===== config.mk =====
export PLATFORM = sky130hd
export DESIGN_NAME = frt_age_cmp
export DESIGN_NICKNAME = d
export VERILOG_FILES = /design/src/rtl/fragment_reassembly_tracker_macros.svh /design/src/rtl/frt_age_cmp.sv
export SDC_FILE = /design/constraint.sdc
export NUM_CORES = 1
export LEC_CHECK = 0
export BUFFER_PORTS_ARGS = -buffer_cell sky130_fd_sc_hd__buf_4
export CORE_MARGIN = 8
export CORE_UTILIZATION = 35
export DETAILED_ROUTE_END_ITERATION = 7
export PLACE_DENSITY = 0.69
export SYNTH_ARGS = -nofsm -noshare
export SYNTH_HDL_FRONTEND = slang
export SYNTH_SLANG_ARGS = --single-unit
export TNS_END_PERCENT = 100

===== constraint.sdc =====
create_clock -name vclk -period 6.9
set_input_delay 0.345 -clock vclk [all_inputs]
set_output_delay 0.345 -clock vclk [all_outputs]
set_load 0.01 [all_outputs]

===== src/rtl/fragment_reassembly_tracker_macros.svh =====
// ----------------------------------------------------------------------------
// Fragment reassembly tracker assertion macros
// Concurrent assertion wrappers, empty for synthesis.
// ----------------------------------------------------------------------------
`ifndef FRAGMENT_REASSEMBLY_TRACKER_MACROS_SVH
`define FRAGMENT_REASSEMBLY_TRACKER_MACROS_SVH

`ifndef SYNTHESIS
`define FRT_ASSERT_SAME(label, clk, rst_n, ante, cons, msg) \
    label: assert property (@(posedge clk) disable iff (!rst_n) (ante) |-> (cons)) \
        else $error(msg);
`define FRT_ASSERT_NEXT(label, clk, rst_n, ante, cons, msg) \
    label: assert property (@(posedge clk) disable iff (!rst_n) (ante) |=> (cons)) \
        else $error(msg);
`else
`define FRT_ASSERT_SAME(label, clk, rst_n, ante, cons, msg)
`define FRT_ASSERT_NEXT(label, clk, rst_n, ante, cons, msg)
`endif

`endif


===== src/rtl/frt_age_cmp.sv =====
// ----------------------------------------------------------------------------
// Fragment reassembly age compare unit
// Wrapping age of a slot and compare against a bound.
// ----------------------------------------------------------------------------
`default_nettype none

module frt_age_cmp (
    input  wire logic [63:0] now,
    input  wire logic [63:0] stamp,
    input  wire logic [63:0] bound,
    output logic      [63:0] age,
    output logic             over
);

    assign age  = now - stamp;
    assign over = age > bound;

endmodule

`default_nettype wire


==> results.txt <==
status: complete, no violations
critical path's top delay family: compound AO/OA/AOI/OAI gates
crit path kind: in -> out
final antenna-violating net count: 0
Setup crit end kind: primary output
post-synthesis sequential area ratio: 0%
Max Used Layer: met4
Final Core Density: 48.92%
CP peak stage delay: 530 ps
Final TNS setup: 0 ps
total number of vias: 6652
max-cap violation count: 0
final setup vio count: 0
Via density: 5.246
# IOs: 257
met3 wire len: 1801 um
Final Hold Fails: 0
routability cong.: 0.9184
Area Overhead vs Synth: 37.89%
# Post-CTS Setup Buffers: 0
die height: 142.2 um
Max Transition Viols Final: 0
hold-fix buffers at CTS: 0
Mean Syn Cell Area: 6.814 sq um
Die ar.: 20220 sq um
storage element area: 0 sq um
worst path arrival time: 5600 ps
RSZ-0062 raised after global routing: false
Synth area leader: ha_1
final instance area: 7686 sq um
first-pass GRT wire length: 32870 um
vias in the first global route: 6684
PortBufs: 257
worst path required time: 6550 ps
clock buffer count: 0
Buf+Inv Stages, Crit Path: 4
Worst slew margin: 50.23%
Final Power: 0.9228 mW
Static Leak: 4.324 nW
DRT met1 WL: 9046 um
DP Area: 7686 sq um
antenna violations before repair: 0
Crit-path slowest cell: nor3_1
final worst-path cycle share: 86.12%
largest net degree at the start of global routing: 13
Critical Path, Cell by Cell: buf_4, inv_1, ha_1, inv_1, fa_1, a211oi_1, o211ai_1, a31o_1, a221o_2, a21boi_0, o21ai_0, xor2_1, ha_1, and3_1, nand4_1, nor3_1, a221oi_1, o31ai_1, a221oi_1, a41oi_1, buf_4
DR WL/cell: 16.46 um
fin nets: 1374
core area: 15710 sq um
Initial Utilization: 35.48%
pwr dens: 120.1 nW/um^2
count leader, synth: inv_1
Detailed Route WL: 20870 um
DIE WIDTH: 142.2 um
post-CTS sizing: 0
Routed met2 length: 9737 um
synthesized netlist net count: 1138
Placed Cells: 1268
DPL Wire Length: 18960 um
DRT iter0 DRCs: 271
CP Launch Type: input pin
Synth top cells by count: inv_1, ha_1, a21oi_1
synth warn: 0
largest cells by area after synthesis: ha_1, inv_1, a21o_1
final non-filler cell total: 1268
gr ovfl total: 0
worst-path fanout max: 3
share of the synthesized area in the top cell type: 28.51%
synthesized area: 5574 sq um
sequential cells: 0
DRC: 0
maximum clock frequency: 168.3 MHz
Min-Delay Path Class: in -> out
cells after synthesis: 818
Initial DRT Pass Iterations: 5
n_diodes: 0
shortest period the worst path allows: 5943 ps
All-Layer GR Usage: 19.40%
share of layout cells above drive strength 1: 26.33%
Yosys cell types: 60
VDD IR max: 0.04901 mV
Rows: 46
Worst-Margin Slew: 746.6 ps
## final timing paths
path / startpoint / end / slack [ps] / depth (start not counted)
hold / removal: stamp[0] / age[0] / 1070 / 4
setup / recovery: now[0] / over / 960 / 21
## layout make-up
type               count  area, sq um
inverters            135        506.7
fillers             1602         8026
repair buffers       257         1929
well taps            216        270.3
multi-input cells    660         4980
## through the flow
step	worst slack, ps	hold WS, ps
after global placement	1027	1074
after floorplan	2366	865.8
after CTS	1003	1072
after detailed placement	1009	1071
after global routing	649.6	1120
final	957.5	1068
## metal layers
layer | GRT usage (%) | vias up
met4 | 2.770 | 0
met5 | 0 | -
met3 | 4.663 | 20
met1 | 23.68 | 2942
li1 | - | 3419
met2 | 34.26 | 271
## placed cells by master (no fill, tap or decap), types with 3 or more instances in the layout
cell | synthesis | routed
buf_4 | 0 | 257
inv_1 | 135 | 135
ha_1 | 127 | 127
a21oi_1 | 91 | 91
a21o_1 | 64 | 64
nand2_1 | 56 | 56
nor2_1 | 42 | 42
o21ai_0 | 42 | 42
nand4_1 | 35 | 35
xnor2_1 | 34 | 34
xor2_1 | 25 | 25
o21bai_1 | 13 | 13
nand3_1 | 11 | 11
a31oi_1 | 10 | 10
nor3_1 | 9 | 9
o21a_1 | 7 | 7
o31ai_1 | 7 | 7
nor2b_1 | 6 | 6
and3_1 | 6 | 6
o211ai_1 | 5 | 5
nand2b_1 | 5 | 5
or3_1 | 4 | 4
or4_1 | 4 | 4
a211oi_1 | 3 | 3
a21boi_0 | 3 | 3
o221ai_1 | 3 | 3
a221o_1 | 3 | 3
or2_2 | 3 | 3
o221a_2 | 3 | 3
## cell families after synthesis
logic type,after synthesis,synth area share [%]
AOI/OAI and AO/OA,283,34.39
xor gates and xnor gates,59,9.271
adders and majority gates,128,28.87
buffers and inverters,158,10.66
and+or+nand+nor,190,16.81
## report_power, final
group | internal [mW] | switching (mW) | leakage, nW | total (mW)
Combinational | 0.431 | 0.492 | 4.32 | 0.923
Sequential | 0 | 0 | 0 | 0
Clock | 0 | 0 | 0 | 0
Total | 0.431 | 0.492 | 4.32 | 0.923
Power figures use the tool's default switching activity.
